### src/design/mcc_pkg.sv
// package: request and result types, constants and the timing table functions
package mcc_pkg;

   localparam int TotalBits = 20;
   localparam int CycBits   = 7;
   localparam int LoopBits  = 28;

   localparam logic [4:0] FN_MOVE  = 5'd0;
   localparam logic [4:0] FN_MOVEQ = 5'd1;
   localparam logic [4:0] FN_SWAP  = 5'd2;
   localparam logic [4:0] FN_NEG   = 5'd3;
   localparam logic [4:0] FN_NOT   = 5'd4;
   localparam logic [4:0] FN_TST   = 5'd5;
   localparam logic [4:0] FN_CMP   = 5'd6;
   localparam logic [4:0] FN_ADD   = 5'd7;
   localparam logic [4:0] FN_ADDQ  = 5'd8;
   localparam logic [4:0] FN_AND   = 5'd9;
   localparam logic [4:0] FN_EOR   = 5'd10;
   localparam logic [4:0] FN_OR    = 5'd11;
   localparam logic [4:0] FN_SUB   = 5'd12;
   localparam logic [4:0] FN_SUBQ  = 5'd13;
   localparam logic [4:0] FN_MULS  = 5'd14;
   localparam logic [4:0] FN_MULU  = 5'd15;
   localparam logic [4:0] FN_DIVU  = 5'd16;
   localparam logic [4:0] FN_DIVS  = 5'd17;
   localparam logic [4:0] FN_BRA   = 5'd18;
   localparam logic [4:0] FN_DBRA  = 5'd19;
   localparam logic [4:0] FN_LSL   = 5'd20;
   localparam logic [4:0] FN_LSR   = 5'd21;
   localparam logic [4:0] FN_ASL   = 5'd22;
   localparam logic [4:0] FN_ASR   = 5'd23;
   localparam logic [4:0] FN_ROL   = 5'd24;
   localparam logic [4:0] FN_ROR   = 5'd25;

   localparam logic [2:0] MD_DN    = 3'd0;
   localparam logic [2:0] MD_AN    = 3'd1;
   localparam logic [2:0] MD_IND   = 3'd2;
   localparam logic [2:0] MD_POST  = 3'd3;
   localparam logic [2:0] MD_PRE   = 3'd4;
   localparam logic [2:0] MD_DISP  = 3'd5;
   localparam logic [2:0] MD_INDEX = 3'd6;
   localparam logic [2:0] MD_OTHER = 3'd7;

   localparam logic [2:0] RG_ABSW  = 3'd0;
   localparam logic [2:0] RG_ABSL  = 3'd1;
   localparam logic [2:0] RG_PCD   = 3'd2;
   localparam logic [2:0] RG_PCX   = 3'd3;
   localparam logic [2:0] RG_IMM   = 3'd4;

   localparam logic [0:0] REG_UNROLL = 1'b0;

   typedef struct packed {
      logic [4:0] func;
      logic [1:0] operand_count;
      logic       long_size;
      logic [2:0] src_mode;
      logic [2:0] src_reg;
      logic [2:0] dst_mode;
      logic [2:0] dst_reg;
      logic       embedded_immediate;
      logic       last_instruction;
   } req_type;

   typedef struct packed {
      logic [CycBits-1:0]   best_cycles;
      logic [CycBits-1:0]   cache_cycles;
      logic [CycBits-1:0]   worst_cycles;
      logic                 unsupported;
      logic [TotalBits-1:0] sum_best;
      logic [TotalBits-1:0] sum_cache;
      logic [TotalBits-1:0] sum_worst;
      logic [LoopBits-1:0]  loop_cycles;
      logic                 final_result;
   } rsp_type;

   // ok flag plus three counts
   typedef struct packed {
      logic               ok;
      logic [CycBits-1:0] b;
      logic [CycBits-1:0] c;
      logic [CycBits-1:0] w;
   } cost_type;

   function automatic cost_type mk(input int b, input int c, input int w);
      cost_type r;
      r.ok = 1'b1;
      r.b = CycBits'(b);
      r.c = CycBits'(c);
      r.w = CycBits'(w);
      return r;
   endfunction

   function automatic cost_type bad_cost();
      cost_type r;
      r = '0;
      return r;
   endfunction

   function automatic cost_type add_cost(input cost_type a, input cost_type x);
      cost_type r;
      r.ok = a.ok & x.ok;
      r.b = a.b + x.b;
      r.c = a.c + x.c;
      r.w = a.w + x.w;
      return r;
   endfunction

   function automatic cost_type ea_cost(input logic [2:0] m, input logic [2:0] r,
                                        input logic lng);
      cost_type o;
      o = bad_cost();
      case (m)
         MD_DN, MD_AN: o = mk(0, 0, 0);
         MD_IND:   o = mk(3, 4, 4);
         MD_POST:  o = mk(4, 4, 4);
         MD_PRE:   o = mk(3, 5, 5);
         MD_DISP:  o = mk(3, 5, 6);
         MD_INDEX: o = mk(4, 7, 8);
         default: begin
            if (r == RG_ABSW) o = mk(3, 4, 6);
            else if (r == RG_ABSL) o = mk(3, 4, 7);
            else if (r == RG_IMM) o = lng ? mk(0, 4, 5) : mk(0, 2, 3);
         end
      endcase
      return o;
   endfunction

   function automatic cost_type ea_or_emb(input logic [2:0] m, input logic [2:0] r,
                                          input logic lng, input logic emb);
      cost_type o;
      if (m == MD_OTHER && r == RG_IMM && emb) o = mk(0, 0, 0);
      else o = ea_cost(m, r, lng);
      return o;
   endfunction

   function automatic cost_type fiea_cost(input logic [2:0] m_in, input logic [2:0] r,
                                          input logic lng);
      cost_type o;
      logic [2:0] m;
      logic done;
      m = m_in;
      done = 1'b0;
      o = bad_cost();
      if (m == MD_OTHER) begin
         done = 1'b1;
         if (r == RG_PCD) begin
            m = MD_DISP;
            done = 1'b0;
         end else if (r == RG_PCX) begin
            m = MD_INDEX;
            done = 1'b0;
         end else if (r == RG_ABSW) o = lng ? mk(4, 7, 10) : mk(3, 5, 7);
         else if (r == RG_ABSL) o = lng ? mk(4, 8, 12) : mk(3, 6, 10);
         else if (r == RG_IMM) o = lng ? mk(1, 8, 10) : mk(0, 4, 6);
      end
      if (!done) begin
         case (m)
            MD_DN, MD_AN: o = lng ? mk(1, 4, 5) : mk(0, 2, 3);
            MD_IND:  o = lng ? mk(3, 4, 7) : mk(3, 4, 4);
            MD_POST: o = lng ? mk(5, 8, 9) : mk(4, 6, 7);
            MD_PRE:  o = lng ? mk(4, 7, 8) : mk(3, 5, 6);
            MD_DISP: o = lng ? mk(4, 7, 10) : mk(3, 5, 7);
            default: o = lng ? mk(5, 11, 13) : mk(4, 9, 11);
         endcase
      end
      return o;
   endfunction

   function automatic cost_type move_cost(input logic [2:0] sm_in, input logic [2:0] sr,
                                          input logic [2:0] dm, input logic [2:0] dr,
                                          input logic lng);
      cost_type o;
      logic [2:0] sm;
      sm = sm_in;
      o = bad_cost();
      if (sm == MD_OTHER && sr == RG_PCD) sm = MD_DISP;
      else if (sm == MD_OTHER && sr == RG_PCX) sm = MD_INDEX;
      if (sm == MD_OTHER && sr != RG_IMM && sr != RG_PCD && sr != RG_PCX) begin
         o = bad_cost();
      end else if (sm <= MD_AN) begin
         case (dm)
            MD_DN, MD_AN: o = mk(0, 2, 3);
            MD_IND:   o = mk(3, 4, 5);
            MD_POST:  o = mk(4, 4, 5);
            MD_PRE:   o = mk(3, 5, 6);
            MD_DISP:  o = mk(3, 5, 7);
            MD_INDEX: o = mk(4, 7, 9);
            default: begin
               if (dr == RG_ABSW) o = mk(3, 4, 7);
               else if (dr == RG_ABSL) o = mk(5, 6, 9);
            end
         endcase
      end else if (dm == MD_OTHER || sm == MD_POST || sm == MD_PRE) begin
         o = bad_cost();
      end else if (sm == MD_IND) begin
         if (dm <= MD_AN) o = mk(3, 6, 7);
         else if (dm <= MD_PRE) o = mk(6, 7, 9);
         else if (dm == MD_DISP) o = mk(6, 7, 11);
         else o = mk(8, 9, 11);
      end else if (sm == MD_DISP) begin
         if (dm <= MD_AN) o = mk(3, 7, 9);
         else if (dm <= MD_PRE) o = mk(6, 8, 11);
         else if (dm == MD_DISP) o = mk(6, 8, 13);
         else o = mk(8, 10, 13);
      end else if (sm == MD_INDEX) begin
         if (dm <= MD_AN) o = mk(4, 9, 11);
         else if (dm <= MD_PRE) o = mk(7, 10, 13);
         else if (dm == MD_DISP) o = mk(7, 10, 15);
         else o = mk(9, 12, 15);
      end else begin
         // immediate source, table entries kept as published
         case (dm)
            MD_DN, MD_AN: o = lng ? mk(0, 6, 5) : mk(0, 4, 3);
            MD_IND:  o = lng ? mk(3, 8, 7) : mk(3, 6, 5);
            MD_POST: o = lng ? mk(4, 8, 7) : mk(4, 6, 8);
            MD_PRE:  o = lng ? mk(3, 9, 8) : mk(3, 7, 6);
            MD_DISP: o = lng ? mk(3, 9, 9) : mk(3, 7, 7);
            default: o = lng ? mk(4, 9, 11) : mk(4, 7, 9);
         endcase
      end
      return o;
   endfunction

   function automatic cost_type instr_cost(input req_type q);
      cost_type o;
      cost_type t;
      logic simm;
      logic n1;
      logic n2;
      simm = q.operand_count != 2'd0 && q.src_mode == MD_OTHER && q.src_reg == RG_IMM;
      n1 = q.operand_count == 2'd1;
      n2 = q.operand_count == 2'd2;
      o = bad_cost();
      t = mk(0, 0, 0);
      if (q.operand_count != 2'd3) begin
         case (q.func)
            FN_MOVE: if (n2) o = move_cost(q.src_mode, q.src_reg, q.dst_mode,
                                           q.dst_reg, q.long_size);
            FN_MOVEQ: o = mk(0, 2, 3);
            FN_SWAP:  o = mk(1, 4, 4);
            FN_NEG, FN_NOT, FN_TST: begin
               if (n1) begin
                  if (q.src_mode == MD_DN) o = mk(0, 2, 3);
                  else o = add_cost(mk(3, 4, 6), ea_or_emb(q.src_mode, q.src_reg,
                                                           q.long_size,
                                                           q.embedded_immediate));
               end
            end
            FN_CMP, FN_ADD, FN_ADDQ, FN_AND, FN_EOR, FN_OR, FN_SUB, FN_SUBQ: begin
               if (n2 && !(q.func == FN_CMP && (simm || q.dst_mode == MD_AN))) begin
                  if (simm && !q.embedded_immediate)
                     t = fiea_cost(q.dst_mode, q.dst_reg, q.long_size);
                  else
                     t = add_cost(ea_or_emb(q.src_mode, q.src_reg, q.long_size,
                                            q.embedded_immediate),
                                  ea_or_emb(q.dst_mode, q.dst_reg, q.long_size,
                                            q.embedded_immediate));
                  o = add_cost(q.dst_mode <= MD_AN ? mk(0, 2, 3) : mk(3, 4, 6), t);
               end
            end
            FN_MULS, FN_MULU, FN_DIVU, FN_DIVS: begin
               if (q.operand_count != 2'd0) begin
                  if (!q.long_size) begin
                     if (q.func <= FN_MULU) o = mk(25, 27, 28);
                     else if (q.func == FN_DIVU) o = mk(42, 44, 44);
                     else o = mk(54, 56, 57);
                     t = ea_or_emb(q.src_mode, q.src_reg, 1'b0, q.embedded_immediate);
                     if (n2) t = add_cost(t, ea_or_emb(q.dst_mode, q.dst_reg, 1'b0,
                                                       q.embedded_immediate));
                  end else begin
                     if (q.func <= FN_MULU) o = mk(41, 43, 44);
                     else if (q.func == FN_DIVU) o = mk(76, 78, 79);
                     else o = mk(88, 90, 91);
                     t = fiea_cost(q.src_mode, q.src_reg, simm);
                  end
                  o = add_cost(o, t);
               end
            end
            FN_BRA, FN_DBRA: o = mk(3, 6, 9);
            FN_LSL, FN_LSR, FN_ASL, FN_ASR, FN_ROL, FN_ROR: begin
               if (n2 && q.dst_mode == MD_DN && (simm || q.src_mode == MD_DN)) begin
                  if (q.func <= FN_LSR) o = simm ? mk(1, 4, 4) : mk(3, 6, 6);
                  else if (q.func == FN_ASR) o = mk(3, 6, 6);
                  else o = mk(5, 8, 8);
               end
            end
            default: o = bad_cost();
         endcase
      end
      return o;
   endfunction

endpackage

### src/design/mcc_stream_if.sv
// valid/ready stream interface for requests and results
interface mcc_stream_if #(parameter type payload_type = logic) ();
   logic        valid;
   logic        ready;
   payload_type payload;
   modport source (output valid, output payload, input ready);
   modport sink   (input valid, input payload, output ready);
endinterface

### src/design/m68020_instruction_cycle_cost.sv
// top level: instruction cycle cost lookup with running totals
// One request is taken per clock when the result side keeps up. A request is
// registered in the request stage, looked up in the timing tables and, if
// supported, added to the totals; its result is then registered in the result
// register. The lookup, the saturating adds and the 20x9 loop multiply lie
// between the request register and the result register. unroll_count is written
// over the APB port at byte address 0 and must only change while the block is idle.
module m68020_instruction_cycle_cost (
   input  logic        clock,
   input  logic        reset,
   mcc_stream_if.sink   req,
   mcc_stream_if.source rsp,
   input  logic        csr_psel,
   input  logic        csr_penable,
   input  logic        csr_pwrite,
   input  logic [1:0]  csr_paddr,
   input  logic [31:0] csr_pwdata,
   output logic [31:0] csr_prdata,
   output logic        csr_pready
);
   import mcc_pkg::*;

   logic [7:0]           unroll_ff, unroll_in;
   req_type              stage_ff;
   logic                 stage_valid_ff, stage_valid_in;
   rsp_type              out_ff, out_in;
   logic                 out_valid_ff, out_valid_in;
   logic [TotalBits-1:0] acc_b_ff, acc_c_ff, acc_w_ff;
   logic [TotalBits-1:0] acc_b_in, acc_c_in, acc_w_in;
   logic [TotalBits-1:0] nb, nc, nw;
   cost_type             cost;
   logic                 adv;
   logic [TotalBits+8:0] prod;

   assign csr_pready = 1'b1;
   assign csr_prdata = {24'd0, unroll_ff};
   assign unroll_in  = (csr_psel && csr_penable && csr_pwrite
                        && csr_paddr == {REG_UNROLL, 1'b0})
                       ? csr_pwdata[7:0] : unroll_ff;

   // stage moves when the result register is free or being emptied
   assign adv = !out_valid_ff || rsp.ready;
   assign req.ready = adv || !stage_valid_ff;

   function automatic logic [TotalBits-1:0] sat(input logic [TotalBits-1:0] a,
                                                input logic [CycBits-1:0] x);
      logic [TotalBits:0] s;
      s = {1'b0, a} + (TotalBits+1)'(x);
      return s[TotalBits] ? '1 : s[TotalBits-1:0];
   endfunction

   always_comb begin
      cost = instr_cost(stage_ff);
      if (cost.ok) begin
         nb = sat(acc_b_ff, cost.b);
         nc = sat(acc_c_ff, cost.c);
         nw = sat(acc_w_ff, cost.w);
      end else begin
         nb = acc_b_ff;
         nc = acc_c_ff;
         nw = acc_w_ff;
      end
      prod = (TotalBits+9)'(nc) * (TotalBits+9)'({1'b0, unroll_ff} + 9'd1);
      out_in.best_cycles  = cost.ok ? cost.b : '0;
      out_in.cache_cycles = cost.ok ? cost.c : '0;
      out_in.worst_cycles = cost.ok ? cost.w : '0;
      out_in.unsupported  = !cost.ok;
      out_in.sum_best     = nb;
      out_in.sum_cache    = nc;
      out_in.sum_worst    = nw;
      out_in.final_result = stage_ff.last_instruction;
      if (!stage_ff.last_instruction) out_in.loop_cycles = '0;
      else if (prod > (TotalBits+9)'({LoopBits{1'b1}})) out_in.loop_cycles = '1;
      else out_in.loop_cycles = prod[LoopBits-1:0];
      acc_b_in = acc_b_ff;
      acc_c_in = acc_c_ff;
      acc_w_in = acc_w_ff;
      if (stage_valid_ff && adv) begin
         acc_b_in = stage_ff.last_instruction ? '0 : nb;
         acc_c_in = stage_ff.last_instruction ? '0 : nc;
         acc_w_in = stage_ff.last_instruction ? '0 : nw;
      end
      stage_valid_in = (stage_valid_ff && !adv) || (req.valid && req.ready);
      out_valid_in = (stage_valid_ff && adv) || (out_valid_ff && !rsp.ready);
   end

   always_ff @(posedge clock) begin
      if (reset) begin
         unroll_ff      <= '0;
         stage_valid_ff <= 1'b0;
         out_valid_ff   <= 1'b0;
         acc_b_ff       <= '0;
         acc_c_ff       <= '0;
         acc_w_ff       <= '0;
      end else begin
         unroll_ff      <= unroll_in;
         stage_valid_ff <= stage_valid_in;
         out_valid_ff   <= out_valid_in;
         acc_b_ff       <= acc_b_in;
         acc_c_ff       <= acc_c_in;
         acc_w_ff       <= acc_w_in;
      end
   end

   always_ff @(posedge clock) begin
      if (req.valid && req.ready) stage_ff <= req.payload;
      if (stage_valid_ff && adv) out_ff <= out_in;
   end

   assign rsp.valid   = out_valid_ff;
   assign rsp.payload = out_ff;

   a_hold: assert property (@(posedge clock) disable iff (reset)
      stage_valid_ff && !adv |=> stage_valid_ff)
      else $error("request stage dropped while stalled");
   a_clear: assert property (@(posedge clock) disable iff (reset)
      stage_valid_ff && adv && stage_ff.last_instruction |=> acc_c_ff == '0)
      else $error("totals not cleared after last request");
   a_bad: assert property (@(posedge clock) disable iff (reset)
      out_valid_ff && out_ff.unsupported |-> out_ff.cache_cycles == '0)
      else $error("unsupported result carries a cost");
endmodule
### src/flat_wrapper.sv
// flat-port wrapper written by rule: the top's interface ports become plain ports
module m68020_instruction_cycle_cost_flat import mcc_pkg::*;
  (clock, reset, csr_psel, csr_penable, csr_pwrite, csr_paddr, csr_pwdata, csr_prdata, csr_pready, req_valid, req_payload, req_ready, rsp_valid, rsp_payload, rsp_ready);
  mcc_stream_if req_i ();
  mcc_stream_if rsp_i ();
  input  logic clock;
  input  logic reset;
  input  logic csr_psel;
  input  logic csr_penable;
  input  logic csr_pwrite;
  input  logic [1:0] csr_paddr;
  input  logic [31:0] csr_pwdata;
  output logic [31:0] csr_prdata;
  output logic csr_pready;
  input wire logic [$bits(req_i.valid)-1:0] req_valid;
  input wire logic [$bits(req_i.payload)-1:0] req_payload;
  output wire logic [$bits(req_i.ready)-1:0] req_ready;
  output wire logic [$bits(rsp_i.valid)-1:0] rsp_valid;
  output wire logic [$bits(rsp_i.payload)-1:0] rsp_payload;
  input wire logic [$bits(rsp_i.ready)-1:0] rsp_ready;
  assign req_i.valid = req_valid;
  assign req_i.payload = req_payload;
  assign req_ready = req_i.ready;
  assign rsp_valid = rsp_i.valid;
  assign rsp_payload = rsp_i.payload;
  assign rsp_i.ready = rsp_ready;
  m68020_instruction_cycle_cost u_core (.clock(clock), .reset(reset), .req(req_i), .rsp(rsp_i), .csr_psel(csr_psel), .csr_penable(csr_penable), .csr_pwrite(csr_pwrite), .csr_paddr(csr_paddr), .csr_pwdata(csr_pwdata), .csr_prdata(csr_prdata), .csr_pready(csr_pready));
endmodule
### config.mk
export PLATFORM = sky130hd
export DESIGN_NAME = m68020_instruction_cycle_cost_flat
export DESIGN_NICKNAME = d
export VERILOG_FILES = /design/src/design/mcc_pkg.sv /design/src/design/mcc_stream_if.sv /design/src/design/m68020_instruction_cycle_cost.sv /design/src/flat_wrapper.sv
export SDC_FILE = /design/constraint.sdc
export NUM_CORES = 1
export LEC_CHECK = 0
export BUFFER_PORTS_ARGS = -buffer_cell sky130_fd_sc_hd__buf_2
export CORE_AREA = 2 2 50 52
export CTS_BUF_LIST = sky130_fd_sc_hd__clkbuf_16
export CTS_CLUSTER_DIAMETER = 100
export DETAILED_ROUTE_END_ITERATION = 12
export DIE_AREA = 0 0 52 54
export GPL_TIMING_DRIVEN = 1
export MAX_ROUTING_LAYER = met4
export PLACE_DENSITY = 0.79
export SYNTH_ARGS = -nofsm -noshare
export SYNTH_HDL_FRONTEND = slang
export SYNTH_SLANG_ARGS = --single-unit
### constraint.sdc
create_clock -name clock -period 1.31 [get_ports clock]
set_clock_uncertainty 0.2 [all_clocks]
set_input_delay 0.1965 -clock clock [delete_from_list [all_inputs] [get_ports clock]]
set_output_delay 0.1965 -clock clock [all_outputs]
set_load 0.01 [all_outputs]
==> impl_metrics.py <==
metrics = {
    "outcome": {
        "status": "finished clean",
    },
    "timing": {
        "min_period_ns": 1.30,
        "setup_violations": 0,
        "rsz0062_at_grt": "yes",
        "finalHoldViolCount": 0,
        "timing.final.crit_share": 0.990,
        "final_max_slew_viol_count": 0,
        "fmax_mhz": 771,
    },
    "critical_path": {
        "path_max_fanout": 2,
        "critPathKind": "reg -> out",
        "critical_path_required_ns": 0.91,
        "reg2reg_depth": 3,
        "reg2reg_to": "u_core.out_in[0]$_DFFE_PP_",
        "crit_path_end_kind": "output pin",
        "cp.arrival_ns": 0.90,
        "cp-start-kind": "flip-flop",
        "r2r_start": "u_core.rsp.valid$_SDFF_PP0_",
        "r2r_slack_ns": 0.09,
    },
    "grt": {
        "grt_first_pass_wirelength_um": 1870,
        "grt_pass1_vias": 462,
        "grt_max_degree": 19,
        "antenna_found_initial": 0,
        "grt_use_total": 0.0958,
        "overflow": 0,
    },
    "logic_synthesis": {
        "synth_top_area_share": 0.285,
        "synth.distinct_cells": 14,
        "synth_common_cells": "buf_4, nand2b_1, dfxtp_1",
        "synth_edf_count": 2,
        "syn_area_per_cell_um2": 9.50,
        "syn_inst": 74,
        "synthArstFlopShare": 0,
        "seq_area_frac_synth": 0.370,
        "ys.flop_type": "dfxtp_1",
        "yosysWarnings": 0,
        "ys_seq_elements": 12,
        "synthTopCellsByArea": "dfxtp_1, buf_4, nand2b_1",
        "yosys.area.top_type": "dfxtp_1",
        "syn_area_um2": 703,
        "synth_most_common_cell": "buf_4",
    },
    "final_layout": {
        "area_growth_pct": 30.4,
        "diodes": 0,
        "fin_cells": 137,
        "nets": 150,
        "drive_gt1_frac": 0.364,
        "design_area_um2": 917,
    },
    "worst_hold_path": {
        "hold_start": "csr_pwdata[1]",
        "hold_class": "in -> reg",
        "min_path_cells": 3,
        "worstHoldEndpoint": "u_core.unroll_ff[1]$_SDFFE_PP0P_",
    },
    "clocking": {
        "clock-sinks": 12,
        "cts_root_buf": "clkbuf_16",
        "clockBufferDepth": 2,
        "cts_made_buffers": 3,
        "insertion_delay_ns": 0.23,
        "cts_tree": "built",
        "h-tree-depth": 1,
        "clk_pin_slew_ns": 0.04,
    },
    "placement": {
        "place_congestion": 0.649,
        "place_area_um2": 796,
        "io_buffers": 28,
        "dp.final_hpwl_um": 957,
        "post-place-cells": 130,
    },
    "floorplan": {
        "placementRows": 18,
        "fp.dieH_um": 54,
        "dieArea_um2": 2810,
        "fp.dieW_um": 52,
        "coreArea_um2": 2320,
        "io_pins": 78,
        "start_util": 0.303,
    },
    "pwr": {
        "power.density_nw_per_um2": 1140,
        "power.leakage_uw": 0.000442,
        "peakVddDrop_mv": 0.502,
    },
    "routing": {
        "drt-total-wl_um": 1230,
        "ant_nets": 0,
        "dr.first_iter.drc_count": 1,
        "drtPass1Iterations": 2,
        "vias_per_cell": 3.67,
        "post_drt_wl_per_cell_um": 8.95,
        "drc_errors": 0,
        "num_vias": 503,
    },
    "job": {
        "max_cap_violations": 0,
    },
}
==> state kept, by name (all words and copies together) (netlist names) <==
name and flops:
u_core.out_in 1, u_core.rsp.payload 1, u_core.rsp.valid 1, u_core.stage_valid_ff 1
u_core.unroll_ff 8
==> final cells by class <==
cell class | instances | area (um2)
Tap cell | 30 | 37.5
Inverter | 1 | 3.75
Timing Repair Buffer | 32 | 191
Clock inverter | 1 | 3.75
Sequential cell | 12 | 262
Clock buffer | 3 | 75.1
Fill cell | 251 | 1400
Multi-Input combinational cell | 58 | 344
==> cells in the final DEF, fill, tap and decap left out <==
| master | n |
|---|---|
| nor2b_1 | 1 |
| a21oi_1 | 2 |
| nor2_1 | 2 |
| nand2_2 | 1 |
| clkinv_1 | 1 |
| inv_1 | 1 |
| conb_1 | 25 |
| mux2i_1 | 8 |
| dfxtp_2 | 1 |
| buf_12 | 1 |
| clkbuf_16 | 3 |
| nor2b_4 | 1 |
| buf_6 | 1 |
| nor3_4 | 1 |
| edfxtp_1 | 2 |
| nand3_2 | 1 |
| nand2b_1 | 16 |
| dfxtp_1 | 9 |
| buf_4 | 2 |
| dlygate4sd3_1 | 1 |
| buf_2 | 27 |
==> logic make-up after synthesis <==
logic type | share of synthesized area
buffers and inverters | 0.278
muxes | 0.114
and+or+nand+nor | 0.214
AOI/OAI and AO/OA | 0.0142
DFF | 0.370
other | 0.0107
==> power by group <==
| group | leakage [uW] | switching [uW] | internal, uW |
|---|---|---|---|
| Clock | 0.0000385 | 141 | 400 |
| Combinational | 0.000303 | 66.7 | 47.0 |
| Sequential | 0.000101 | 5.20 | 387 |
==> layer usage <==
layer / up-vias / wire [um] / track usage
met4: 0 / 0 / 0.0395
met5: - / 0 / -
met3: 0 / 133 / 0.0333
li1: 251 / - / -
met2: 35 / 655 / 0.173
met1: 217 / 437 / 0.0936
==> timing repair <==
action	in CTS	in global routing
hold buffers	1	0
endpoints found under the setup margin	1	1
cloned	0	0
setup buffers	1	1
resized for setup	3	2
endpoints found under the hold margin	1	0
==> how the worst max path moves through the flow <==
stage / startpoint / end
floorplan: u_core.rsp.valid$_SDFF_PP0_ / u_core.stage_valid_ff$_SDFF_PP0_
global placement: u_core.rsp.valid$_SDFF_PP0_ / req_ready
detailed placement: u_core.rsp.valid$_SDFF_PP0_ / req_ready
CTS: u_core.rsp.valid$_SDFF_PP0_ / req_ready
global route: u_core.rsp.valid$_SDFF_PP0_ / req_ready
finish: u_core.rsp.valid$_SDFF_PP0_ / req_ready
==> worst max-delay path: stages (launching register included) <==
cell and delay, ns:
dfxtp_2 0.32, nor2b_4 0.15, nand2_2 0.07, buf_6 0.12
==> per-stage QoR <==
stage / hold slack (ns) / worst slack (ns) / total power, uW / setup TNS, ns / util
final: 0.0196 / 0.0133 / 1050 / 0 / 0.395
after global routing: 0.0371 / -0.0291 / 1110 / -0.0291 / 0.395
after CTS: 0.0205 / 0.00129 / 1060 / 0 / 0.389
after detailed placement: 0.176 / 0.101 / 503 / 0 / 0.343
after global placement: 0.176 / 0.151 / 501 / 0 / 0.343
after floorplan: 0.0954 / 0.179 / 517 / 0 / -
(Power assumes the default switching activity.)
